## src/rtl/crc8_checked_packet_receiver_assert.svh

```systemverilog
// Assertion macros shared by the packet receiver front and queue modules.
// Expects clk and rst_n in the scope where a macro is used.
`ifndef CRC8_CHECKED_PACKET_RECEIVER_ASSERT_SVH
`define CRC8_CHECKED_PACKET_RECEIVER_ASSERT_SVH

// Same-cycle implication, checked outside reset.
`define CRC8R_ASSERT_NOW(label, ante, cons) \
  label: assert property (@(posedge clk) disable iff (!rst_n) (ante) |-> (cons)) \
    else $error("crc8r assertion failed");

// Next-cycle implication, checked outside reset.
`define CRC8R_ASSERT_NEXT(label, ante, cons) \
  label: assert property (@(posedge clk) disable iff (!rst_n) (ante) |=> (cons)) \
    else $error("crc8r assertion failed");

`endif

```

## src/rtl/crc8r_pkg.sv

```systemverilog
// Package for the CRC-8 checked packet receiver: types, constants, CRC function.
// No dependencies.
`timescale 1ns / 1ps
package crc8r_pkg;

  localparam logic [7:0] CRC_POLY       = 8'h07;
  localparam logic [7:0] CRC_INIT       = 8'h00;
  localparam int         STORE_DEPTH    = 12;
  localparam int         PAYLOAD_BYTES  = 11;
  localparam logic [3:0] STORE_LIMIT    = 4'd12;
  localparam logic [3:0] COUNT_MAX      = 4'd13;
  localparam logic [3:0] CRC_SNAP_COUNT = 4'd8;
  localparam logic [3:0] AIM_LEN        = 4'd10;
  localparam logic [3:0] MOTION_LEN     = 4'd12;
  localparam int         QUEUE_DEPTH_DEF = 2;

  localparam logic [1:0] STATUS_AIM_OK    = 2'd0;
  localparam logic [1:0] STATUS_MOTION_OK = 2'd1;
  localparam logic [1:0] STATUS_LEN_ERR   = 2'd2;
  localparam logic [1:0] STATUS_CRC_ERR   = 2'd3;

  typedef enum logic [1:0] {
    KIND_AIM     = 2'd0,
    KIND_MOTION  = 2'd1,
    KIND_LEN_ERR = 2'd2
  } frame_kind_t;

  typedef struct packed {
    logic [7:0] rx_byte;
    logic       last_byte;
  } rx_item_t;

  typedef struct packed {
    logic [1:0]  status;
    logic [31:0] word_first;
    logic [31:0] word_second;
    logic [7:0]  user_value;
    logic [7:0]  shoot_value;
    logic [7:0]  mode_value;
    logic [1:0]  auto_mode;
    logic        fire_flag;
    logic [7:0]  crc_received;
    logic [7:0]  crc_computed;
  } result_t;

  // Classified packet handed from the front to the back.
  typedef struct packed {
    frame_kind_t                        kind;
    logic                               crc_ok;
    logic [7:0]                         crc_received;
    logic [7:0]                         crc_computed;
    logic [PAYLOAD_BYTES-1:0][7:0]      payload;
  } frame_t;

  // CRC-8, MSB first, no reflection, no final xor.
  function automatic logic [7:0] crc8_update(input logic [7:0] crc, input logic [7:0] b);
    logic [7:0] c;
    c = crc ^ b;
    for (int k = 0; k < 8; k++) begin
      c = c[7] ? ((c << 1) ^ CRC_POLY) : (c << 1);
    end
    return c;
  endfunction

endpackage

```

## src/rtl/crc8r_front.sv

```systemverilog
// Front part: takes bytes, runs the CRC, stores the payload, classifies packets.
// Depends on crc8r_pkg and the assertion macro header.
`timescale 1ns / 1ps
`include "crc8_checked_packet_receiver_assert.svh"
module crc8r_front (
  input  logic                clk,
  input  logic                rst_n,
  input  logic                acc,
  input  crc8r_pkg::rx_item_t item,
  output logic                push,
  output crc8r_pkg::frame_t   frame
);
  import crc8r_pkg::*;

  logic [3:0] count_r, count_nxt;
  logic [7:0] crc_r, crc_nxt;
  logic [7:0] crc9_r, crc9_nxt;
  logic [7:0] store_r [STORE_DEPTH];
  logic [7:0] crc_new;
  logic [3:0] length;

  assign crc_new = crc8_update(crc_r, item.rx_byte);
  assign length  = (count_r == COUNT_MAX) ? COUNT_MAX : count_r + 4'd1;
  assign push    = acc && item.last_byte;

  always_comb begin
    count_nxt = count_r;
    crc_nxt   = crc_r;
    crc9_nxt  = crc9_r;
    if (acc) begin
      count_nxt = length;
      crc_nxt   = crc_new;
      if (count_r == CRC_SNAP_COUNT) crc9_nxt = crc_new;
      // end of packet: start the next one clean
      if (item.last_byte) begin
        count_nxt = 4'd0;
        crc_nxt   = CRC_INIT;
        crc9_nxt  = CRC_INIT;
      end
    end
  end

  always_ff @(posedge clk) begin
    if (!rst_n) begin
      count_r <= 4'd0;
      crc_r   <= CRC_INIT;
      crc9_r  <= CRC_INIT;
    end else begin
      count_r <= count_nxt;
      crc_r   <= crc_nxt;
      crc9_r  <= crc9_nxt;
    end
  end

  always_ff @(posedge clk) begin
    if (acc && (count_r < STORE_LIMIT)) store_r[count_r] <= item.rx_byte;
  end

  always_comb begin
    for (int i = 0; i < PAYLOAD_BYTES; i++) frame.payload[i] = store_r[i];
    frame.crc_received = item.rx_byte;
    if (length == AIM_LEN) begin
      frame.kind         = KIND_AIM;
      frame.crc_computed = crc9_r;
    end else if (length == MOTION_LEN) begin
      frame.kind         = KIND_MOTION;
      frame.crc_computed = crc_r;
    end else begin
      frame.kind         = KIND_LEN_ERR;
      frame.crc_computed = crc_r;
    end
    frame.crc_ok = (frame.crc_computed == item.rx_byte);
  end

  `CRC8R_ASSERT_NEXT(a_count_clears_at_end, push, count_r == 4'd0)
  `CRC8R_ASSERT_NOW(a_count_saturates, 1'b1, count_r <= COUNT_MAX)

endmodule

```

## src/rtl/crc8r_queue.sv

```systemverilog
// Short queue of classified packets between front and back.
// Depends on crc8r_pkg and the assertion macro header.
`timescale 1ns / 1ps
`include "crc8_checked_packet_receiver_assert.svh"
module crc8r_queue #(
  parameter int DEPTH = crc8r_pkg::QUEUE_DEPTH_DEF
) (
  input  logic              clk,
  input  logic              rst_n,
  input  logic              push,
  input  crc8r_pkg::frame_t wr_data,
  output logic              full,
  input  logic              pop,
  output logic              rd_valid,
  output crc8r_pkg::frame_t rd_data
);
  import crc8r_pkg::*;

  localparam int PTR_W = $clog2(DEPTH);
  localparam int CNT_W = $clog2(DEPTH + 1);
  localparam logic [PTR_W-1:0] PTR_LAST = PTR_W'(DEPTH - 1);
  localparam logic [CNT_W-1:0] CNT_FULL = CNT_W'(DEPTH);

  frame_t           mem_r [DEPTH];
  logic [PTR_W-1:0] wr_ptr_r, rd_ptr_r;
  logic [CNT_W-1:0] count_r;

  assign full     = (count_r == CNT_FULL);
  assign rd_valid = (count_r != '0);
  assign rd_data  = mem_r[rd_ptr_r];

  always_ff @(posedge clk) begin
    if (push) mem_r[wr_ptr_r] <= wr_data;
  end

  always_ff @(posedge clk) begin
    if (!rst_n) begin
      wr_ptr_r <= '0;
      rd_ptr_r <= '0;
      count_r  <= '0;
    end else begin
      if (push) wr_ptr_r <= (wr_ptr_r == PTR_LAST) ? '0 : wr_ptr_r + 1'b1;
      if (pop)  rd_ptr_r <= (rd_ptr_r == PTR_LAST) ? '0 : rd_ptr_r + 1'b1;
      if (push && !pop)      count_r <= count_r + 1'b1;
      else if (pop && !push) count_r <= count_r - 1'b1;
    end
  end

  `CRC8R_ASSERT_NOW(a_no_overflow, push, !full)
  `CRC8R_ASSERT_NEXT(a_pop_drains, pop && !push, count_r == $past(count_r) - 1'b1)

endmodule

```

## src/rtl/crc8r_back.sv

```systemverilog
// Back part: turns a classified packet into a result and holds it in the output register.
// Depends on crc8r_pkg.
`timescale 1ns / 1ps
module crc8r_back (
  input  logic               clk,
  input  logic               rst_n,
  input  logic               q_valid,
  input  crc8r_pkg::frame_t  q_data,
  output logic               pop,
  output logic               out_valid,
  input  logic               out_ready,
  output crc8r_pkg::result_t out_data
);
  import crc8r_pkg::*;

  result_t res;
  result_t out_r;
  logic    out_valid_r;

  assign pop       = q_valid && (!out_valid_r || out_ready);
  assign out_valid = out_valid_r;
  assign out_data  = out_r;

  always_comb begin
    res = '0;
    unique case (q_data.kind)
      KIND_AIM: begin
        res.status       = q_data.crc_ok ? STATUS_AIM_OK : STATUS_CRC_ERR;
        res.word_first   = {q_data.payload[3], q_data.payload[2],
                            q_data.payload[1], q_data.payload[0]};
        res.word_second  = {q_data.payload[7], q_data.payload[6],
                            q_data.payload[5], q_data.payload[4]};
        res.user_value   = q_data.payload[8];
        res.auto_mode    = q_data.crc_ok ? q_data.payload[8][7:6] : 2'd0;
        res.fire_flag    = q_data.crc_ok && q_data.payload[8][5];
        res.crc_received = q_data.crc_received;
        res.crc_computed = q_data.crc_computed;
      end
      KIND_MOTION: begin
        res.status       = q_data.crc_ok ? STATUS_MOTION_OK : STATUS_CRC_ERR;
        res.word_first   = {q_data.payload[3], q_data.payload[2],
                            q_data.payload[1], q_data.payload[0]};
        res.word_second  = {q_data.payload[7], q_data.payload[6],
                            q_data.payload[5], q_data.payload[4]};
        res.user_value   = q_data.payload[10];
        res.shoot_value  = q_data.payload[8];
        res.mode_value   = q_data.payload[9];
        res.crc_received = q_data.crc_received;
        res.crc_computed = q_data.crc_computed;
      end
      default: begin
        res.status = STATUS_LEN_ERR;
      end
    endcase
  end

  always_ff @(posedge clk) begin
    if (!rst_n) begin
      out_valid_r <= 1'b0;
    end else if (pop) begin
      out_valid_r <= 1'b1;
    end else if (out_ready) begin
      out_valid_r <= 1'b0;
    end
  end

  always_ff @(posedge clk) begin
    if (pop) out_r <= res;
  end

endmodule

```

## src/rtl/crc8_checked_packet_receiver.sv

```systemverilog
// Top level of the CRC-8 checked packet receiver (polynomial 0x07, init 0x00).
// Depends on crc8r_pkg, crc8r_front, crc8r_queue and crc8r_back.
//
//   channel | ports                          | moves
//   --------+--------------------------------+----------------------------------
//   input   | in_valid, in_ready, in_data    | one packet byte plus last flag
//   result  | out_valid, out_ready, out_data | one status/field record per packet
//
// Cycles: one byte per cycle sustained while the packet queue is not full; the
//   CRC update is an 8-step XOR network finished in the accept cycle.
// Path: the edge that accepts a packet's last byte pushes it into the packet
//   queue; it is loaded into the output register once that register is empty
//   or its result is taken.
// Reset: synchronous, active low; clears byte count, CRCs, queue pointers and
//   out_valid. The byte store needs no reset: only bytes of the current packet
//   are read.
// Stalls: in_ready drops only while the packet queue (QUEUE_DEPTH entries) is
//   full; the output register refills in the same cycle its result is taken.
`timescale 1ns / 1ps
module crc8_checked_packet_receiver #(
  parameter int QUEUE_DEPTH = crc8r_pkg::QUEUE_DEPTH_DEF
) (
  input  logic               clk,
  input  logic               rst_n,
  input  logic               in_valid,
  output logic               in_ready,
  input  crc8r_pkg::rx_item_t in_data,
  output logic               out_valid,
  input  logic               out_ready,
  output crc8r_pkg::result_t out_data
);
  import crc8r_pkg::*;

  logic   in_acc;
  logic   q_push, q_full, q_pop, q_valid;
  frame_t front_frame, q_frame;

  // Hold off new bytes only while the queue cannot take a finished packet.
  assign in_ready = !q_full;
  assign in_acc   = in_valid && in_ready;

  // Front: count, CRC, store and classify each packet.
  crc8r_front u_front (
    .clk   (clk),
    .rst_n (rst_n),
    .acc   (in_acc),
    .item  (in_data),
    .push  (q_push),
    .frame (front_frame)
  );

  // Queue: decouple packet classification from result delivery.
  crc8r_queue #(
    .DEPTH (QUEUE_DEPTH)
  ) u_queue (
    .clk      (clk),
    .rst_n    (rst_n),
    .push     (q_push),
    .wr_data  (front_frame),
    .full     (q_full),
    .pop      (q_pop),
    .rd_valid (q_valid),
    .rd_data  (q_frame)
  );

  // Back: format the result and hold it until the result is taken.
  crc8r_back u_back (
    .clk       (clk),
    .rst_n     (rst_n),
    .q_valid   (q_valid),
    .q_data    (q_frame),
    .pop       (q_pop),
    .out_valid (out_valid),
    .out_ready (out_ready),
    .out_data  (out_data)
  );

endmodule

```

## config.mk

```make
export PLATFORM = sky130hd
export DESIGN_NAME = crc8_checked_packet_receiver
export DESIGN_NICKNAME = d
export VERILOG_FILES = /design/src/rtl/crc8r_pkg.sv /design/src/rtl/crc8r_front.sv /design/src/rtl/crc8r_queue.sv /design/src/rtl/crc8r_back.sv /design/src/rtl/crc8_checked_packet_receiver.sv
export VERILOG_INCLUDE_DIRS = /design/src /design/src/rtl
export SDC_FILE = /design/constraint.sdc
export NUM_CORES = 1
export LEC_CHECK = 0
export BUFFER_PORTS_ARGS = -buffer_cell sky130_fd_sc_hd__clkbuf_2
export CAP_MARGIN = 20
export CORE_AREA = 2 2 246 175
export DETAILED_ROUTE_END_ITERATION = 16
export DIE_AREA = 0 0 248 177
export GPL_TIMING_DRIVEN = 0
export PLACE_DENSITY = 0.57
export SLEW_MARGIN = 10
export SYNTH_ARGS = -nofsm -noshare
export SYNTH_HDL_FRONTEND = slang
export SYNTH_SLANG_ARGS = --single-unit
export TNS_END_PERCENT = 30
```

## constraint.sdc

```tcl
create_clock -name clk -period 13.7 [get_ports clk]
set_input_delay 0.685 -clock clk [delete_from_list [all_inputs] [get_ports clk]]
set_output_delay 0.685 -clock clk [all_outputs]
set_load 0.02 [all_outputs]
```

### Yosys cells after proc, flatten, opt, wreduce, memory -nomap -nowiden

Memories as Yosys holds them, arrays and structs flattened. A register that Yosys moved wholly into a read port is not among the register bits.
Cells that the tools add are included.

| cells by class | value |
|---|---|
| order comparisons | 1 |
| equal/unequal tests | 7 |
| add/subtract/negate cells | 5 |
| reduce and logical (&&, ||, !) cells | 20 |
| bitwise operators | 9 |
| multiplexer cells | 32 |

Operator list:

| operator | number |
|---|---|
| one-hot mux 72 bit (2 select lines) | 1 |
| 2-to-1 mux 8 bit | 4 |
| 2-to-1 mux 3 bit | 8 |
| inverter 3 bit | 8 |
| == test 4 bit (second input constant) | 4 |
| 2-to-1 mux 2 bit | 6 |
| 2-to-1 mux 1 bit | 10 |
| == test 8 bit | 1 |
| 2-to-1 mux 4 bit | 2 |
| nonzero test 2 bit | 4 |
| bitwise XOR 8 bit | 1 |
| logical AND 1 bit | 7 |
| adder 4 x 1 -> 4 bit (second input constant) | 1 |
| zero test 1 bit | 4 |
| < comparator 4 bit (second input constant) | 1 |
| one-hot mux 2 bit (2 select lines) | 1 |
| AND reduction 2 bit | 2 |
| adder 1 bit (second input constant) | 2 |
| adder 2 x 1 -> 2 bit (second input constant) | 1 |
| == test 2 x 1 -> 1 bit (second input constant) | 1 |
| == test 2 bit (second input constant) | 1 |
| zero test 2 bit | 1 |
| OR reduction 2 bit | 1 |
| subtractor 2 x 1 -> 2 bit (second input constant) | 1 |
| logical OR 1 bit | 1 |

| word-level totals | value |
|---|---|
| word-level logic and storage cells | 93 |
| output and inout port bits | 111 |
| input bits | 13 |
| bits in registers | 134 |
| bits in writable memories | 310 |
| memories | 2 |

Memories:

| memory | words | bits a word | read ports | clocked after Yosys merged registers in | write ports | line | RTL |
|---|---|---|---|---|---|---|---|
| u_queue.mem_r | 2 | 107 | 1 | 1 | 1 | crc8r_queue.sv:24 | `frame_t mem_r [DEPTH];` |
| u_front.store_r | 12 | 8 | 11 | 0 | 1 | crc8r_front.sv:18 | `logic [7:0] store_r [STORE_DEPTH];` |

### Depth between registers and ports, before layout

Gate-level depths: netlist (run 1).

| logic depth | value |
|---|---|
| word-level depth | 19 |
| mapped depth | 8 |
| mapped depth without buffers | 8 |

### Cells and area by module

Synthesis (run 1) repeated with hierarchy kept, for this count alone.

| second synthesis, totals | value |
|---|---|
| cell total of the unflattened synthesis | 869 |
| area total of the unflattened synthesis | 16340.7 um2 |

By module, submodules not included:

| module | seq. area each (um2) | times used | cells each | area an instance (um2) |
|---|---|---|---|---|
| crc8r_queue | 6526.3 | 1 | 355 | 8054.0 |
| crc8r_back | 3293.2 | 1 | 245 | 4175.3 |
| crc8r_front | 3042.9 | 1 | 267 | 4101.4 |
| crc8_checked_packet_receiver | 0.0 | 1 | 2 | 10.0 |

### Worst setup path after synthesis (run 1)

OpenSTA, ideal clock, no wires.

| timing path | value |
|---|---|
| path type | input -> register |
| start point | input port out_ready |
| end point | register u_queue.count_r[1] |
| setup slack | 7.086 ns |
| data arrival time | 6.538 ns |
| buffers on the path | 0 |
| setup time | 0.076 ns |
| stages | 6 |
| data required time | 13.624 ns |
| path through | nor2b_1 > nor2_1 > inv_1 > ha_1 > or3_1 > a21boi_0 |

| on the way | value |
|---|---|
| word-level cells in the longest chain between the ends | 5 |
| elaborated cells on any way between the ends | 7 |
| classes of those cells | mux: 1; reduce/logical: 6 |

Ends and longest elaborated chain:

| what | line | RTL |
|---|---|---|
| start, declared | crc8_checked_packet_receiver.sv:29 | `input logic out_ready,` |
| logical OR 1 bit (*) | crc8r_back.sv:20 | `assign pop = q_valid && (!out_valid_r \|\| out_ready);` |
| logical AND 1 bit (*) | crc8r_back.sv:20 |  |
| net q_pop | crc8_checked_packet_receiver.sv:35 | `logic q_push, q_full, q_pop, q_valid;` |
| zero test 1 bit | crc8r_queue.sv:44 | `if (push && !pop) count_r <= count_r + 1'b1;` |
| logical AND 1 bit | crc8r_queue.sv:44 |  |
| 2-to-1 mux 2 bit or nonzero test 2 bit (tied branches) | n/a |  |
| end signal, assigned | crc8r_queue.sv:44 |  |
| end signal, assigned | crc8r_queue.sv:45 | `else if (pop && !push) count_r <= count_r - 1'b1;` |
| end, declared | crc8r_queue.sv:26 | `logic [CNT_W-1:0] count_r;` |

The timed path passes the listed nets; every way through them passes the cells marked *.
A chain may end at the register's enable or synchronous reset.

### Final worst setup path (run 1)

| timing path | value |
|---|---|
| start point | register u_queue.count_r[0] |
| end point | memory u_queue.mem_r[0][7] in the netlist's numbering (enable) |

| on the way | value |
|---|---|
| word-level cells in the longest chain between the ends | 6 |

Ends and longest elaborated chain:

| what | line | RTL |
|---|---|---|
| == test 2 bit | crc8r_queue.sv:28 | `assign full = (count_r == CNT_FULL);` |
| zero test 1 bit | crc8_checked_packet_receiver.sv:39 | `assign in_ready = !q_full;` |
| logical AND 1 bit | crc8_checked_packet_receiver.sv:40 | `assign in_acc = in_valid && in_ready;` |
| logical AND 1 bit | crc8r_front.sv:24 | `assign push = acc && item.last_byte;` |
| 2-to-1 mux 1 bit | crc8r_queue.sv:33 | `if (push) mem_r[wr_ptr_r] <= wr_data;` |
| 2-to-1 mux 1 bit (implied by the code) | crc8r_queue.sv:33 |  |
| end, declared | crc8r_queue.sv:24 |  |

No other way between the ends.

==> out/qor.csv, run 1 <==
metric,value,unit
max_freq,357,MHz
overflow,0,
syn_area,15600,um2
slowest_delay,0.57,ns
slew_violations,0,
num_rows,63,
drv_cap,0,
clock-sinks,437,
min_path_type,register to register,
antennaDiodeCount,0,
slew_headroom,26.7,%
place_ws,10.73,ns
avgSynthCellArea,18.6,um2
yosys.area.top_type_share,78.9,%
drc,0,
cp-end-kind,register,
hpwl,20200,um
critPathArrivalTime,3.04,ns
dieArea,43900,um2
tritoncts,yes,
max_slew.worst_pin.slew,1.09,ns
slowest_stage,nor2_4,
outcome,"complete, no violations",
core-area,41700,um2
cts_max_path_buffers,3,
cts_setup_buffers,0,
ys_seq_elements,437,
first_pass_iters,5,
antenna_left,0,
fin_ws,10.90,ns
yosysTopAreaCell,edfxtp_1,
start_util,37.5,%
rsz0062_at_grt,no,
synth_edf_count,411,
die_w,248,um
hold_viol,0,
p_per_area,194,nW/um2
htree_levels,2,
clk_pin_slew_worst_paths,0.06,ns
vias,7627,
critPathRequiredTime,13.94,ns
ys_warn_count,0,
nets,1040,
grt_max_degree,53,
syn2layout_area_growth,19.5,%
crit_path_max_fanout,26,
synth_common_cells,"411 x edfxtp_1, 111 x nor2_1, 104 x mux2i_1",
cts_resized,0,
power.leakage,6.40,nW
drt_iter0_drc,505,
wire_per_inst,20.0,um
yosys.cell_count.top_type,edfxtp_1,
skew,0.0216,ns
ys_seq_area_share,82.2,%
routed_via_density,4.74,
antenna_found_initial,2,
cpMostUsedCell,buf_16,
ir_drop,0.000107,V
ys_async_sr_fraction,0,%
ys_types,54,
period_share,20.4,%
cts-hold-fix-buffers,0,
setup-tns-final,0,ns
num_io_pins,124,
netlist_top_cells_area,"edfxtp_1 79%, mux2i_1 6.7%, dfxtp_1 3.3%",
placed_area,17300,um2
synth_ff_type,edfxtp_1,
grt_pass1_wl,47100,um
worstPathCellList,nand2b_1 > and2_0 > nand2_1 > nor2_4 > buf_16 > buf_16 > buf_12,
layout-drive-gt1-share,23.6,%
cts_inserted_buffers,43,
worstSetupPathType,register to register,
setup_viol,0,
port_buffers,123,
grt_pass1_vias,7581,
wl,32100,um
worst_setup_path_start_kind,register,
grt_usage,14.7,%
stdcell_area,18700,um2
syn_nets,857,
gp_congestion,0.810,
die_y,177,um
final_util,44.8,%
synthCells,843,
insertion_delay,0.55,ns
fin_crit,2.80,ns
cts-root-buf,clkbuf_16,
state kept, by name, indices dropped and copies added, names as in the netlist, named ones only:
name              cells
u_front.crc9_r        8
u_back.out_data     109
u_queue.rd_ptr_r      1
u_queue.wr_ptr_r      1
u_back.out_valid      1
u_queue.mem_r       214
u_queue.count_r       2
u_front.count_r       4
u_front.store_r      88
u_front.crc_r         8
worst paths after layout:
kind,startpoint,end,slack [ns],cells after the start
setup reg to reg,u_queue.count_r[0],u_queue.mem_r[0][7],10.90,7
hold / removal,u_front.store_r[5][2],u_queue.mem_r[1][42],0.44,0
hold reg to reg,u_front.store_r[5][2],u_queue.mem_r[1][42],0.44,0
setup / recovery,u_queue.count_r[0],u_queue.mem_r[0][7],10.90,7
placed cells by master, fill, tap and decap left out, types with 9 or more instances in the layout:
cell       count
nor2_1       109
buf_2         19
clkbuf_2     123
clkinv_2      13
xnor2_1       20
edfxtp_1     411
nor2b_1       15
a22oi_1       11
xor2_1        11
clkbuf_16     44
nand2_1        9
dfxtp_1       26
clkbuf_1      19
mux2i_1      104
layer usage:
layer / track usage (%) / up-vias / routed length, um
met4: 3.72 / 0 / 514
met3: 3.53 / 42 / 1880
met5: 0 / - / 0
met1: 21.6 / 3831 / 15400
li1: - / 3563 / -
met2: 22.1 / 191 / 14300
cells by family after synthesis:
kind of cell / share of synthesized area, %
DFF: 82.2
muxes: 7.33
AOI/OAI and AO/OA: 2.00
and+or+nand+nor: 5.21
xor gates and xnor gates: 2.05
adders and majority gates: 0.0800
buffers and inverters: 1.11
where the power goes:
| part | internal, mW | leakage [nW] | switching [mW] |
|---|---|---|---|
| Combinational | 0.251 | 1.66 | 0.485 |
| Clock | 0.696 | 0.706 | 0.480 |
| Sequential | 1.67 | 4.04 | 0.0534 |
stage by stage:
stage,hold slack [ns],std cells,power (mW)
floorplan,0.421,843,2.24
global placement,0.422,1518,2.50
detailed placement,0.429,1532,2.50
CTS,0.438,1609,3.68
global route,0.446,1610,3.79
finish,0.437,1610,3.63
layout make-up:
type	count	area [um2]
fillers	3591	23000
flip-flops and latches	437	12900
multi-input cells	368	2650
clock buffers	51	1160
repair buffers	138	918
well taps	552	691
clock inverters	26	250
plain buffers	35	163
inverters	3	11.3
worst max-delay path: cells and delay by family (launching register included):
family / cells / cell delay (ns)
buffers and inverters: 3 / 0.61
DFF: 1 / 0.40
and+or+nand+nor: 4 / 1.45
No activity file was read; power rests on OpenSTA's default activity.
==> run 2: changes to the inputs <==
clock period = 2.9 ns   (was 13.7 ns; I/O delays follow)
==> out/qor.csv, run 2 (synthesis gave the netlist of run 1 again) <==
metric,value,unit
outcome,"complete, no violations",
max_freq,388,MHz
max_slew.worst_pin.slew,1.04,ns
slowest_stage,nor2_4,
cts_max_path_buffers,3,
mostFrequentLayoutCells,"411 x edfxtp_1, 123 x clkbuf_2, 109 x nor2_1",
drv_cap,0,
grt_usage,14.7,%
core-area,41700,um2
multi_input_area,2660,um2
critPathArrivalTime,2.81,ns
crit_path_max_fanout,24,
cts-hold-fix-buffers,0,
nets,1040,
p_per_area,910,nW/um2
worstSetupPathType,register to register,
die_w,248,um
placed_area,17200,um2
power.leakage,6.35,nW
drc,0,
die_y,177,um
cts_setup_buffers,0,
port_buffers,123,
cts_inserted_buffers,43,
worst_setup_path_start_kind,register,
clk_pin_slew_worst_paths,0.06,ns
final_util,44.7,%
dieArea,43900,um2
wl,32100,um
tritoncts,yes,
cpMostUsedCell,buf_16,
period_share,88.9,%
hold_viol,0,
cp-end-kind,register,
fin_crit,2.58,ns
wire_per_inst,19.9,um
syn2layout_area_growth,19.1,%
grt_pass1_vias,7540,
fillers,3615,
reg2reg_slack,0.32,ns
routed_via_density,4.73,
antenna_found_initial,1,
cts-root-buf,clkbuf_16,
place_ws,0.302,ns
antennaDiodeCount,0,
overflow,0,
crit_family,simple AND/OR/NAND/NOR gates,
ir_drop,0.000361,V
slew_violations,0,
slew_headroom,30.2,%
dp.cells,1530,
stdcell_area,18600,um2
ff_latch_area,12900,um2
skew,0.0190,ns
critPathRequiredTime,3.14,ns
worstPathCellList,nand2b_4 > and2_4 > nand2_1 > nor2_4 > buf_16 > buf_12 > buf_16,
start_util,37.5,%
drt_iter0_drc,489,
hpwl,19900,um
first_pass_iters,5,
rsz0062_at_grt,no,
grt_max_degree,49,
regMostFlops,u_queue.mem_r,
min_path_type,input port to register,
fin_ws,0.323,ns
cts_resized,0,
layout_commonest_cell,edfxtp_1,
setup_viol,0,
htree_levels,2,
antenna_left,0,
layout-drive-gt1-share,23.1,%
gp_congestion,0.770,
clock-sinks,437,
grt_pass1_wl,46800,um
num_rows,63,
vias,7608,
insertion_delay,0.55,ns
total_power,17.0,mW
largest_register_ffs,214,
cp_num_buf_inv,3,
slowest_delay,0.62,ns
fin_cells,1610,
num_io_pins,124,
[run 2: final cells by class]
| class | count | share of cell area [%] |
|---|---|---|
| timing repair buffer | 138 | 4.73 |
| sequential | 437 | 69.0 |
| inverter | 3 | 0.0604 |
| tap | 552 | 3.71 |
| buffer | 35 | 0.873 |
| clock buffer | 53 | 6.20 |
| clock inverter | 24 | 1.13 |
| multi-input combinational | 368 | 14.3 |
[run 2: through the flow]
stage	TNS, ns	hold slack (ns)
after CTS	0	0.0287
final	0	0.0476
after floorplan	-2.36	0.244
after detailed placement	0	0.429
after global routing	0	0.0545
after global placement	-249.50	0.422
[run 2: worst reg2reg max path, delay by kind of cell, from the launching register on]
| kind | cells | cell delay (ns) |
|---|---|---|
| DFF | 1 | 0.41 |
| and+or+nand+nor | 4 | 1.15 |
| buffers and inverters | 3 | 0.71 |
[run 2: routing by layer]
layer	GRT usage, %	wire [um]
met5	0	0
met4	3.74	470
met3	3.06	1750
met2	22.3	14500
met1	21.5	15400
[run 2: final timing paths]
path                    startpoint              endpoint  cells after the start
max reg2reg     u_queue.count_r[0]  u_queue.mem_r[0][42]                      7
min                      out_ready      u_back.out_valid                      3
min reg2reg  u_front.store_r[8][7]  u_queue.mem_r[0][71]                      0
max             u_queue.count_r[0]  u_queue.mem_r[0][42]                      7
[run 2: where the power goes]
part | internal (mW) | total [mW] | leakage [nW] | switching [mW]
clock network | 3.18 | 5.42 | 0.665 | 2.24
registers | 7.89 | 8.15 | 4.04 | 0.258
logic | 1.14 | 3.39 | 1.65 | 2.25
total | 12.2 | 17.0 | 6.35 | 4.75
==> run 3: changes to the inputs <==
PLACE_DENSITY = 0.51   (was 0.57)
clock period = 2.7 ns   (was 2.9 ns; I/O delays follow)
==> out/qor.csv, run 3 (synthesis gave the netlist of run 1 again) <==
metric,value,unit
vias,7615,
antenna_left,0,
hold_viol,0,
num_io_pins,124,
rsz0062_at_grt,no,
slew_violations,0,
htree_levels,2,
fin_cells,1610,
nets,1041,
period_share,88.6,%
reg2reg_slack,0.31,ns
drv_cap,0,
p_per_area,986,nW/um2
dieArea,43900,um2
start_util,37.5,%
grt_pass1_wl,47300,um
antennaDiodeCount,0,
insertion_delay,0.55,ns
setup_viol,0,
layout-drive-gt1-share,23.1,%
core-area,41700,um2
whs_path_depth,3,
cp_num_buf_inv,0,
max_slew.worst_pin.slew,1.06,ns
mostFrequentLayoutCells,"411 x edfxtp_1, 123 x clkbuf_2, 109 x nor2_1",
slowest_delay,0.74,ns
dp.cells,1531,
first_pass_iters,5,
worstSetupPathType,register to register,
fin_crit,2.39,ns
cts_inserted_buffers,44,
place_ws,0.0960,ns
tritoncts,yes,
cts_resized,0,
regMostFlops,u_queue.mem_r,
grt_pass1_vias,7516,
die_y,177,um
cts-root-buf,clkbuf_16,
syn2layout_area_growth,19.2,%
port_buffers,123,
die_w,248,um
num_rows,63,
max_freq,418,MHz
slowest_stage,nor2_1,
fillers,3652,
worstPathCellList,nand2b_4 > nand2_2 > or3_2 > nor2_1,
slew_headroom,29.0,%
cp-end-kind,register,
layout_commonest_cell,edfxtp_1,
min_path_type,input port to register,
antenna_found_initial,0,
drc,0,
power.leakage,6.36,nW
largest_register_ffs,214,
hpwl,20000,um
drt_iter0_drc,538,
routed_via_density,4.73,
critPathArrivalTime,2.55,ns
crit_family,simple AND/OR/NAND/NOR gates,
worst_setup_path_start_kind,register,
cp_num_cells,4,
outcome,"complete, no violations",
total_power,18.4,mW
grt_usage,14.8,%
ir_drop,0.000494,V
wl,32200,um
crit_path_max_fanout,8,
clk_pin_slew_worst_paths,0.06,ns
wire_per_inst,20.0,um
grt_max_degree,50,
skew,0.0229,ns
gp_congestion,0.780,
overflow,0,
r2r.worst_path.cells,4,
critPathRequiredTime,2.85,ns
fin_ws,0.309,ns
cts_max_path_buffers,3,
clock-sinks,437,
## run 3: metal layers
metal / share of wire, % / track usage [%] / up-vias
met5: 0 / 0 / -
met4: 1.5 / 3.69 / 0
met3: 4.8 / 2.85 / 39
met2: 44 / 21.8 / 177
met1: 50 / 22.6 / 3831
li1: - / - / 3568
## run 3: power by group
| part | internal, mW | switching (mW) | leakage, nW |
|---|---|---|---|
| sequential | 8.48 | 0.269 | 4.04 |
| combinational | 1.25 | 2.47 | 1.64 |
| clock | 3.49 | 2.44 | 0.685 |
| total | 13.2 | 5.17 | 6.36 |
## run 3: repair_timing
| action | 4_1_cts | 5_1_grt |
|---|---|---|
| hold buffers | 1 | 0 |
| endpoints found under the hold margin | 1 | 0 |
| setup endpoints to repair | 0 | 23 |
| setup buffers | 0 | 1 |
## run 3: final cells by class
type / count / area, um2 / area share (%)
buffer: 35 / 163 / 0.872
sequential: 437 / 12900 / 69.0
timing repair buffer: 138 / 875 / 4.69
clock buffer: 58 / 1200 / 6.41
inverter: 3 / 11.3 / 0.0604
multi-input combinational: 368 / 2660 / 14.2
clock inverter: 19 / 199 / 1.07
tap: 552 / 691 / 3.70
## run 3: metrics by stage
step	setup TNS, ns	instance area (um2)	utilization (%)	hold slack [ns]
finish	0	18700	44.7	0.0539
detailed placement	0	17200	41.3	0.429
global placement	-339.14	17000	40.7	0.422
CTS	0	18600	44.7	0.0204
global route	0	18700	44.7	0.0495
floorplan	-24.16	15700	-	0.234
## run 3: worst register-to-register path, cell delays in order, from the launching register on
cell,delay (ns)
dfxtp_1,0.42
nand2b_4,0.19
nand2_2,0.16
or3_2,0.51
nor2_1,0.74
## run 3: worst paths after layout
path / start / to
worst max register to register: u_queue.count_r[0] / u_front.store_r[2][5]
worst min register to register: u_front.store_r[10][7] / u_queue.mem_r[0][87]
worst min-delay path: in_valid / u_front.crc_r[2]
worst max-delay path: u_queue.count_r[0] / u_front.store_r[2][5]
